## config.mk

```make
export PLATFORM = sky130hd
export DESIGN_NAME = annexb_access_unit_splitter_core
export DESIGN_NICKNAME = d
export VERILOG_FILES = /design/src/rtl/aus_pkg.sv /design/src/rtl/annexb_access_unit_splitter_core.sv /design/src/rtl/aus_parse.sv /design/src/rtl/aus_queue.sv
export SDC_FILE = /design/constraint.sdc
export NUM_CORES = 1
export LEC_CHECK = 0
export BUFFER_PORTS_ARGS = -buffer_cell sky130_fd_sc_hd__buf_2
export CORE_MARGIN = 2
export CORE_UTILIZATION = 57
export DETAILED_ROUTE_END_ITERATION = 8
export GPL_TIMING_DRIVEN = 1
export HOLD_SLACK_MARGIN = 0.12
export PLACE_DENSITY = 0.74
export SETUP_SLACK_MARGIN = 0.02
export SKIP_LAST_GASP = 1
export SYNTH_ARGS = -nofsm -noshare
export SYNTH_HDL_FRONTEND = slang
export SYNTH_HIERARCHICAL = 1
export SYNTH_SLANG_ARGS = --single-unit
```

## constraint.sdc

```tcl
create_clock -name clk -period 8.1 [get_ports clk]
set_clock_uncertainty 0.2 [all_clocks]
set_input_delay 0 -clock clk [delete_from_list [all_inputs] [get_ports clk]]
set_output_delay 0 -clock clk [all_outputs]
set_load 0.02 [all_outputs]
```

## src/rtl/aus_pkg.sv

```systemverilog
// Shared types and constants for the Annex-B access-unit splitter.
`default_nettype none

package aus_pkg;

	// Width of the offset and length fields on the result channel
	localparam int UNIT_BITS = 32;

	// Default width of the internal stream position counter
	localparam int POSITION_BITS_DEF = 32;

	// NAL header decoding
	localparam logic [7:0] NAL_TYPE_MASK = 8'h1F;
	localparam logic [4:0] NAL_SLICE     = 5'd1;
	localparam logic [4:0] NAL_SLICE_IDR = 5'd5;

	// Start-code bytes
	localparam logic [7:0] SC_ZERO_BYTE = 8'h00;
	localparam logic [7:0] SC_LAST_BYTE = 8'h01;

	// Result queue depth (power of two, at least two)
	localparam int RES_DEPTH = 4;

	// One access-unit report
	typedef struct packed {
		logic [UNIT_BITS-1:0] start;
		logic [UNIT_BITS-1:0] length;
		logic                 idr;
		logic                 fin;
		logic                 last;
		logic                 ovf;
	} aus_result_t;

	// Reports produced by one stream byte, packed from the first slot
	typedef struct packed {
		logic [1:0]  count;
		aus_result_t first;
		aus_result_t second;
	} aus_push_t;

endpackage

`default_nettype wire

```

## src/rtl/annexb_access_unit_splitter_core.sv

```systemverilog
// Top level of the Annex-B access-unit splitter.
//
//   channel   direction  handshake                 payload
//   byte      in         byte_valid / byte_ready   data_byte, end_of_stream
//   unit      out        unit_valid / unit_ready   unit_start, unit_length, unit_is_idr,
//                                                   final_unit, last_of_run, position_overflow
//
// One byte is taken per cycle while the queue has room; each is registered, then queued.
// The parser stage consumes a byte only when the four-entry result queue has room
// for two reports, so a byte that yields two reports costs one extra queue slot.
// A stall on the unit side fills the queue, then deasserts byte_ready.
// Reset clears the parser state and empties the queue; end of stream does the
// same for the parser after its last byte.
`default_nettype none

module annexb_access_unit_splitter_core import aus_pkg::*; #(
	parameter int POSITION_BITS = POSITION_BITS_DEF
) (
	input  wire logic                 clk,
	input  wire logic                 arst_n,
	input  wire logic                 byte_valid,
	output logic                      byte_ready,
	input  wire logic [7:0]           data_byte,
	input  wire logic                 end_of_stream,
	output logic                      unit_valid,
	input  wire logic                 unit_ready,
	output logic [UNIT_BITS-1:0]      unit_start,
	output logic [UNIT_BITS-1:0]      unit_length,
	output logic                      unit_is_idr,
	output logic                      final_unit,
	output logic                      last_of_run,
	output logic                      position_overflow
);

	aus_push_t   push;
	logic        room;
	aus_result_t head;

	aus_parse #(
		.POSITION_BITS(POSITION_BITS)
	) u_parse (
		.clk          (clk),
		.arst_n       (arst_n),
		.byte_valid   (byte_valid),
		.byte_ready   (byte_ready),
		.data_byte    (data_byte),
		.end_of_stream(end_of_stream),
		.room         (room),
		.push         (push)
	);

	aus_queue u_queue (
		.clk       (clk),
		.arst_n    (arst_n),
		.push      (push),
		.room      (room),
		.unit_valid(unit_valid),
		.unit_ready(unit_ready),
		.head      (head)
	);

	// Unpack the head report onto the ports
	assign unit_start        = head.start;
	assign unit_length       = head.length;
	assign unit_is_idr       = head.idr;
	assign final_unit        = head.fin;
	assign last_of_run       = head.last;
	assign position_overflow = head.ovf;

endmodule

`default_nettype wire

```

## src/rtl/aus_parse.sv

```systemverilog
// Input register, start-code and NAL header parsing, and unit boundary logic.
`default_nettype none

module aus_parse import aus_pkg::*; #(
	parameter int POSITION_BITS = POSITION_BITS_DEF
) (
	input  wire logic       clk,
	input  wire logic       arst_n,
	input  wire logic       byte_valid,
	output logic            byte_ready,
	input  wire logic [7:0] data_byte,
	input  wire logic       end_of_stream,
	input  wire logic       room,
	output aus_push_t       push
);

	// Position counter width; the limit is capped at the width of the result fields
	localparam int PW = (POSITION_BITS < UNIT_BITS) ? POSITION_BITS : UNIT_BITS;

	logic          valid_s1;
	logic [7:0]    data_s1;
	logic          eos_s1;
	logic          fire;

	logic [PW-1:0] pos_q;
	logic [1:0]    zero_run_q;
	logic          expect_hdr_q;
	logic          found_q;
	logic [PW-1:0] open_start_q;
	logic [PW-1:0] pending_q;
	logic          seen_slice_q;
	logic          open_idr_q;
	logic          ovf_q;

	logic [PW-1:0] pos_d;
	logic [1:0]    zero_run_d;
	logic          expect_hdr_d;
	logic          found_d;
	logic [PW-1:0] open_start_d;
	logic [PW-1:0] pending_d;
	logic          seen_slice_d;
	logic          open_idr_d;
	logic          ovf_d;

	logic          at_limit;
	logic [PW-1:0] end_pos;
	logic [4:0]    nal_type;
	logic          is_slice;
	logic          boundary;
	logic [PW-1:0] back;
	logic [PW-1:0] code_start;
	logic          emit_final;
	logic [PW-1:0] len_a;
	logic [PW-1:0] len_b;
	aus_result_t   res_a;
	aus_result_t   res_b;

	// Consume the held byte once the queue has room for two reports
	assign fire       = valid_s1 && room;
	assign byte_ready = !valid_s1 || fire;

	// Input register
	always_ff @(posedge clk or negedge arst_n) begin
		if (!arst_n) begin
			valid_s1 <= 1'b0;
		end else if (byte_ready) begin
			valid_s1 <= byte_valid;
		end
	end

	always_ff @(posedge clk) begin
		if (byte_ready && byte_valid) begin
			data_s1 <= data_byte;
			eos_s1  <= end_of_stream;
		end
	end

	// Position and end offset; the position sticks at all ones
	assign at_limit = &pos_q;
	assign end_pos  = at_limit ? pos_q : pos_q + PW'(1);

	assign nal_type = 5'(data_s1 & NAL_TYPE_MASK);
	assign is_slice = (nal_type == NAL_SLICE) || (nal_type == NAL_SLICE_IDR);
	assign boundary = expect_hdr_q && seen_slice_q;

	// Start code begins two or three bytes before the 01
	assign back       = (zero_run_q == 2'd3) ? PW'(3) : PW'(2);
	assign code_start = (pos_q >= back) ? pos_q - back : '0;

	// Next state for one byte
	always_comb begin
		pos_d        = end_pos;
		zero_run_d   = zero_run_q;
		expect_hdr_d = expect_hdr_q;
		found_d      = found_q;
		open_start_d = open_start_q;
		pending_d    = pending_q;
		seen_slice_d = seen_slice_q;
		open_idr_d   = open_idr_q;
		ovf_d        = ovf_q | at_limit;

		priority if (expect_hdr_q) begin
			expect_hdr_d = 1'b0;
			zero_run_d   = '0;
			seen_slice_d = is_slice;
			if (boundary) begin
				open_start_d = pending_q;
				open_idr_d   = 1'b0;
			end
			if (is_slice && nal_type == NAL_SLICE_IDR) begin
				open_idr_d = 1'b1;
			end
		end else if (data_s1 == SC_ZERO_BYTE) begin
			if (zero_run_q != 2'd3) begin
				zero_run_d = zero_run_q + 2'd1;
			end
		end else if (data_s1 == SC_LAST_BYTE && zero_run_q[1]) begin
			pending_d    = code_start;
			expect_hdr_d = 1'b1;
			zero_run_d   = '0;
			if (!found_q) begin
				found_d      = 1'b1;
				open_start_d = code_start;
			end
		end else begin
			zero_run_d = '0;
		end
	end

	assign emit_final = eos_s1 && found_d;

	// Unit lengths; a non-positive span reports one byte
	assign len_a = (pending_q > open_start_q) ? pending_q - open_start_q : PW'(1);
	assign len_b = (end_pos > open_start_d) ? end_pos - open_start_d : PW'(1);

	always_comb begin
		res_a.start  = UNIT_BITS'(open_start_q);
		res_a.length = UNIT_BITS'(len_a);
		res_a.idr    = open_idr_q;
		res_a.fin    = 1'b0;
		res_a.last   = !emit_final;
		res_a.ovf    = ovf_d;

		res_b.start  = UNIT_BITS'(open_start_d);
		res_b.length = UNIT_BITS'(len_b);
		res_b.idr    = open_idr_d;
		res_b.fin    = 1'b1;
		res_b.last   = 1'b1;
		res_b.ovf    = ovf_d;
	end

	// Pack the reports from the first slot
	always_comb begin
		push.count  = fire ? {boundary & emit_final, boundary ^ emit_final} : 2'd0;
		push.first  = boundary ? res_a : res_b;
		push.second = res_b;
	end

	// Parser state; end of stream returns everything to reset values
	always_ff @(posedge clk or negedge arst_n) begin
		if (!arst_n) begin
			pos_q        <= '0;
			zero_run_q   <= '0;
			expect_hdr_q <= 1'b0;
			found_q      <= 1'b0;
			open_start_q <= '0;
			pending_q    <= '0;
			seen_slice_q <= 1'b0;
			open_idr_q   <= 1'b0;
			ovf_q        <= 1'b0;
		end else if (fire) begin
			if (eos_s1) begin
				pos_q        <= '0;
				zero_run_q   <= '0;
				expect_hdr_q <= 1'b0;
				found_q      <= 1'b0;
				open_start_q <= '0;
				pending_q    <= '0;
				seen_slice_q <= 1'b0;
				open_idr_q   <= 1'b0;
				ovf_q        <= 1'b0;
			end else begin
				pos_q        <= pos_d;
				zero_run_q   <= zero_run_d;
				expect_hdr_q <= expect_hdr_d;
				found_q      <= found_d;
				open_start_q <= open_start_d;
				pending_q    <= pending_d;
				seen_slice_q <= seen_slice_d;
				open_idr_q   <= open_idr_d;
				ovf_q        <= ovf_d;
			end
		end
	end

endmodule

`default_nettype wire

```

## src/rtl/aus_queue.sv

```systemverilog
// Result queue: takes up to two reports a cycle, pops one per ready cycle.
`default_nettype none

module aus_queue import aus_pkg::*; (
	input  wire logic       clk,
	input  wire logic       arst_n,
	input  aus_push_t       push,
	output logic            room,
	output logic            unit_valid,
	input  wire logic       unit_ready,
	output aus_result_t     head
);

	localparam int AW = $clog2(RES_DEPTH);
	localparam int CW = $clog2(RES_DEPTH + 1);

	aus_result_t   mem_q [RES_DEPTH];
	logic [AW-1:0] wr_ptr_q;
	logic [AW-1:0] rd_ptr_q;
	logic [CW-1:0] count_q;
	logic          pop;

	assign unit_valid = (count_q != '0);
	assign pop        = unit_valid && unit_ready;
	assign room       = (count_q <= CW'(RES_DEPTH - 2));
	assign head       = mem_q[rd_ptr_q];

	// Store the packed reports
	always_ff @(posedge clk) begin
		if (push.count != 2'd0) begin
			mem_q[wr_ptr_q] <= push.first;
		end
		if (push.count == 2'd2) begin
			mem_q[wr_ptr_q + AW'(1)] <= push.second;
		end
	end

	// Advance pointers and occupancy
	always_ff @(posedge clk or negedge arst_n) begin
		if (!arst_n) begin
			wr_ptr_q <= '0;
			rd_ptr_q <= '0;
			count_q  <= '0;
		end else begin
			wr_ptr_q <= wr_ptr_q + AW'(push.count);
			if (pop) begin
				rd_ptr_q <= rd_ptr_q + AW'(1);
			end
			count_q <= count_q + CW'(push.count) - CW'(pop);
		end
	end

endmodule

`default_nettype wire

```

== After elaboration in Yosys (flattened, before gate mapping) ==
Memory sizes are Yosys's and may differ from the RTL's.
Cells that the tools add are included.

* Equality and inequality tests: 9
* Bitwise operators: 3
* Order comparisons: 4
* Reduce and logical (&&, ||, !) cells: 20
* $add $sub $neg: 10
* Mux-type cells: 41

{| class="wikitable"
|+ Operators by type and width
! kind !! number
|-
| $mux 32 || 15
|-
| $sub 32x32->32 || 3
|-
| $mux 68 || 1
|-
| $gt 32x32->1 || 2
|-
| $add 32x1->32 const B || 1
|-
| $ge 32x32->1 || 1
|-
| $reduce_and 32->1 || 1
|-
| $mux 1 || 20
|-
| $mux 2 || 5
|-
| $eq 8x1->1 const B || 1
|-
| $logic_not 8->1 || 1
|-
| $logic_and 1x1->1 || 7
|-
| $add 2x1->2 const B || 3
|-
| $reduce_bool 2->1 || 3
|-
| $eq 5x1->1 const B || 1
|-
| $eq 5x3->1 const B || 1
|-
| $eq 2x2->1 const B || 2
|-
| $ne 2x1->1 const B || 2
|-
| $ne 4x2->1 const B || 1
|-
| $reduce_and 2->1 || 2
|-
| $reduce_and 4->1 || 1
|-
| $add 3x2->3 || 1
|-
| $le 3x2->1 const B || 1
|-
| $reduce_bool 3->1 || 1
|-
| 8 further kinds || 10
|}

* Memories: 1
* Bits of input ports: 13
* Register bits after elaboration: 120
* Output and inout bits: 70
* Logic and storage cells: 103
* Bits in writable memories: 272

{| class="wikitable"
|+ Memories
! memory !! words !! width !! rd ports !! clocked after Yosys merged registers in !! wr ports !! line !! RTL
|-
| u_queue.mem_q || 4 || 68 || 1 || 0 || 2 || aus_queue.sv:17 || <nowiki>aus_result_t mem_q [RES_DEPTH];</nowiki>
|}

== Longest topological paths before layout ==
* Word-level depth: 11
* Gate-level depth with buffers: 32
* Gate-level depth less buffers: 28

== Hierarchy ==
The synthesis kept the hierarchy.

{| class="wikitable"
|+ Modules (own cells, without submodules)
! module !! area each (um^2) !! cells each !! instances !! sequential area each (um^2)
|-
| aus_queue || 13,611.8 || 699 || 1 || 8,343.0
|-
| aus_parse || 11,340.9 || 1,501 || 1 || 2,872.8
|}

== Least setup slack after synthesis ==
Ideal clock, no wire load.

* Kind: reg-to-reg
* Start point: reg u_parse.data_s1[5]
* End point: mem u_queue/mem_q[0][0] (netlist name), enable pin
* Setup time: 0.588 ns
* Slack: 0.324 ns
* Required time: 7.312 ns
* Period minus slack after synthesis: 7.776 ns
* Arrival time: 6.988 ns
* Stages on the path, launching flop included: 10
* Path buffers: 1
* Path through: edfxtp_1 > or4_1 > clkbuf_1 > nor3_1 > and3_1 > o21a_1 > ha_1 > and3_1 > o21bai_1 > o21ai_0

{| class="wikitable"
|+ RTL lines
! what !! line !! RTL
|-
| from (decl) || aus_parse.sv:21 || <nowiki>logic [7:0] data_s1;</nowiki>
|-
| from (signal assigned) || aus_parse.sv:73 || <nowiki>data_s1 <= data_byte;</nowiki>
|-
| to (decl) || aus_queue.sv:17 ||
|}

==> run summary <==
fin nets - 2329
worst setup path end - u_queue/mem_q[0][11]
clock-pin slew of the registers on the worst-case setup and hold paths - 0.06 ns
Worst setup SP type - register
syn_area_per_cell - 11.3 um2
Hold Worst Slack - 0.151 ns
setup_tns - 0 ns
measured slew at the worst slew-check pin - 1.14 ns
Primary FF master, synth - edfxtp_1
Initial Util - 0.578
row count - 76
asr flop ratio synth - 0.283
Warnings, synthesis - 6
Unique masters post-synth - 89
reg2reg end - u_queue/mem_q[0][11]
Static Leakage - 11.7 nW
max-slew violations - 0
Hold Path Stages - 4
CP peak stage delay - 0.54 ns
initial antenna violation count - 0
Crit. End Element - register
routed wire length - 76.4 mm
Fillers - 3408
Vias/cell - 6.65
post-synthesis sequential area ratio - 0.449
Clock Path Buffers - 3
clock latency at the later pin of the worst-skew pair - 0.58 ns
Crit Path Max Fanout - 12
core box area - 43200 um2
minimum clock period - 7.29 ns
Worst path top cell family by delay - simple AND/OR/NAND/NOR gates
Final ANT Viol Nets - 0
R2R depth - 30
Placed Cells - 2757
synthesized instance count - 2200
first-pass GRT wire length - 114 mm
hold crit path type - input port to register
vias in the first global route - 18500
largest net degree at the start of global routing - 65
CTS buffer count - 44
final setup violating endpoints - 0
Vias - 19000
antenna cell count - 0
Area growth, synth to finish - 9.95%
DRC viols - 0
die height - 213 um
CTS tree - built
# resized after CTS - 0
number of cells on the critical path - 30
crit path launch - u_parse/zero_run_q[1]
synthesized flop and latch total - 392
CP max-delay cell - or3_1
Buffers on Ports - 82
Critical Path AT - 7.40 ns
number of flops mapped to enable cells by yosys - 281
Rel. slew slack - 0.232
unrepaired setup endpoints after global routing - false
routability cong. - 1.03
Max Fclk - 0.137 GHz
DR pass1 iterations - 6
die extent in x - 213 um
worst r2r src - u_parse/zero_run_q[1]
DR WL/cell - 26.7 um
Max-cap violations - 0
Total GRT Usage - 0.337
clock root buffer - clkbuf_16
proportion of layout cells with a drive suffix above 1 - 0.245
CP Data Required Time - 8.21 ns
status - finished clean
WP buf/inv - 5
internal reg-to-reg setup slack - 0.81 ns
Peak VDD IR - 0.000216 V
DP HPWL - 52.7 mm
H-tree depth - 2
GR Overflow Total - 0
number of hold violations in the final report - 0
crit share post-route - 0.900
Non-Filler Instances - 2860
DP Area - 25800 um2
synthesized area - 25000 um2
die area - 45500 um2
clk sinks - 392
initial drt markers - 2089
CP Class - register to register
pwr dens - 247 nW/um2
design area - 27400 um2
io pins - 83
## Yosys cell counts, drive strengths merged (13+ instances only)
cell,n,area share
and3,18,0.0045
nor2,125,0.019
edfxtp,281,0.34
o211ai,17,0.0051
o31ai,20,0.0068
nand4,24,0.0060
mux2,272,0.13
mux2i,15,0.0060
nand2b,15,0.0038
and2,13,0.0033
a31oi,14,0.0035
buf,63,0.015
ha,70,0.035
nand2,149,0.022
a21oi,104,0.021
nor2b,17,0.0043
o22ai,63,0.016
o21ai,124,0.025
mux4,68,0.061
nor3,32,0.0070
or3,18,0.0047
a21o,43,0.013
dfrtp,111,0.11
xor2,58,0.020
xnor2,70,0.025
o21bai,13,0.0039
clkbuf,95,0.014
inv,106,0.016
nand3,41,0.0082
a22o,22,0.0077
## report_power, final
| group | internal (mW) | leakage (nW) | switching [mW] | total (mW) |
|---|---|---|---|---|
| clock | 1.12 | 0.668 | 0.820 | 1.94 |
| sequential | 2.28 | 4.46 | 0.112 | 2.39 |
| combinational | 0.921 | 6.53 | 1.52 | 2.44 |
## cells in the final DEF, fill, tap and decap left out, drive strengths merged, types with 10 or more instances in the layout
cell,netlist,layout
edfxtp,281,281
mux2,272,272
nand2,149,149
buf,63,130
nor2,125,125
o21ai,124,124
dfrtp,111,111
inv,106,108
a21oi,104,104
xnor2,70,70
ha,70,70
mux4,68,68
o22ai,63,63
xor2,58,58
clkbuf,95,56
a21o,43,43
nand3,41,41
nor3,32,32
dlygate4sd3,0,24
nand4,24,24
a22o,22,22
o31ai,20,20
and3,18,18
or3,18,18
o211ai,17,17
nor2b,17,17
mux2i,15,15
nand2b,15,15
clkinv,0,15
a31oi,14,14
and2,13,13
o21bai,13,13
a211oi,11,11
nor4,10,10
## per-layer routing
metal  vias to the layer above  track usage  routed length (um)
met5                         -            0                   0
met4                         0        0.169                4200
met3                       201       0.0650                7230
met2                      1020        0.522               34400
met1                      9470        0.456               30600
li1                       8321            -                   -
## logic make-up after synthesis
kind of cell    Yosys count  share of synthesized area
other cells               1                   0.000150
compound gates          485                      0.128
xor+xnor                128                     0.0449
fa+ha+maj                74                     0.0379
mux                     355                      0.195
simple gates            501                     0.0999
buf+inv                 264                     0.0455
flops                   392                      0.449
## state kept, by name, summed over array words and instances, names as in the netlist
| signal | flops |
|---|---|
| u_parse/data_s1 | 8 |
| u_parse/eos_s1 | 1 |
| u_parse/expect_hdr_q | 1 |
| u_parse/found_q | 1 |
| u_parse/open_idr_q | 1 |
| u_parse/open_start_q | 32 |
| u_parse/ovf_q | 1 |
| u_parse/pending_q | 32 |
| u_parse/pos_q | 32 |
| u_parse/seen_slice_q | 1 |
| u_parse/valid_s1 | 1 |
| u_parse/zero_run_q | 2 |
| u_queue/count_q | 3 |
| u_queue/mem_q | 272 |
| u_queue/rd_ptr_q | 2 |
| u_queue/wr_ptr_q | 2 |
## tightest hold or removal path: stages
cell           delay (ns)
dlygate4sd3_1        0.52
buf_2                0.11
o31a_1               0.18
xor2_1               0.08
## how the worst min path moves through the flow
| stage | startpoint | end | slack [ns] |
|---|---|---|---|
| finish | unit_ready | u_queue/rd_ptr_q[0] | 0.15 |
| global route | unit_ready | u_queue/rd_ptr_q[0] | 0.19 |
| CTS | unit_ready | u_queue/rd_ptr_q[0] | 0.13 |
| detailed placement | data_byte[6] | u_parse/data_s1[6] | -0.02 |
| global placement | data_byte[7] | u_parse/data_s1[7] | -0.02 |
| floorplan | arst_n | u_parse/expect_hdr_q | -0.50 |
## per-stage QoR
step	utilization	setup WS, ns	power (mW)
3_5_place_dp	0.598	0.933	4.78
2_1_floorplan	-	0.324	4.04
6_report	0.635	0.812	6.77
5_1_grt	0.635	0.306	7.01
4_1_cts	0.635	0.904	6.74
3_3_place_gp	0.598	1.05	4.72
## layout make-up
class / count / area [um2] / share of cell area
flip-flops and latches: 392 / 11200 / 0.409
clock buffers: 56 / 1180 / 0.0429
clock inverters: 22 / 193 / 0.00702
multi-input cells: 1545 / 12700 / 0.462
inverters: 106 / 398 / 0.0145
well taps: 585 / 732 / 0.0267
repair buffers: 154 / 1030 / 0.0377
## what timing repair did
item | 4_1_cts | 5_1_grt
buffers inserted | 0 | 0
hold buffers | 25 | 0
setup endpoints to repair | 0 | 0
hold endpoints to repair | 87 | 0
Power figures use the tool's default switching activity.
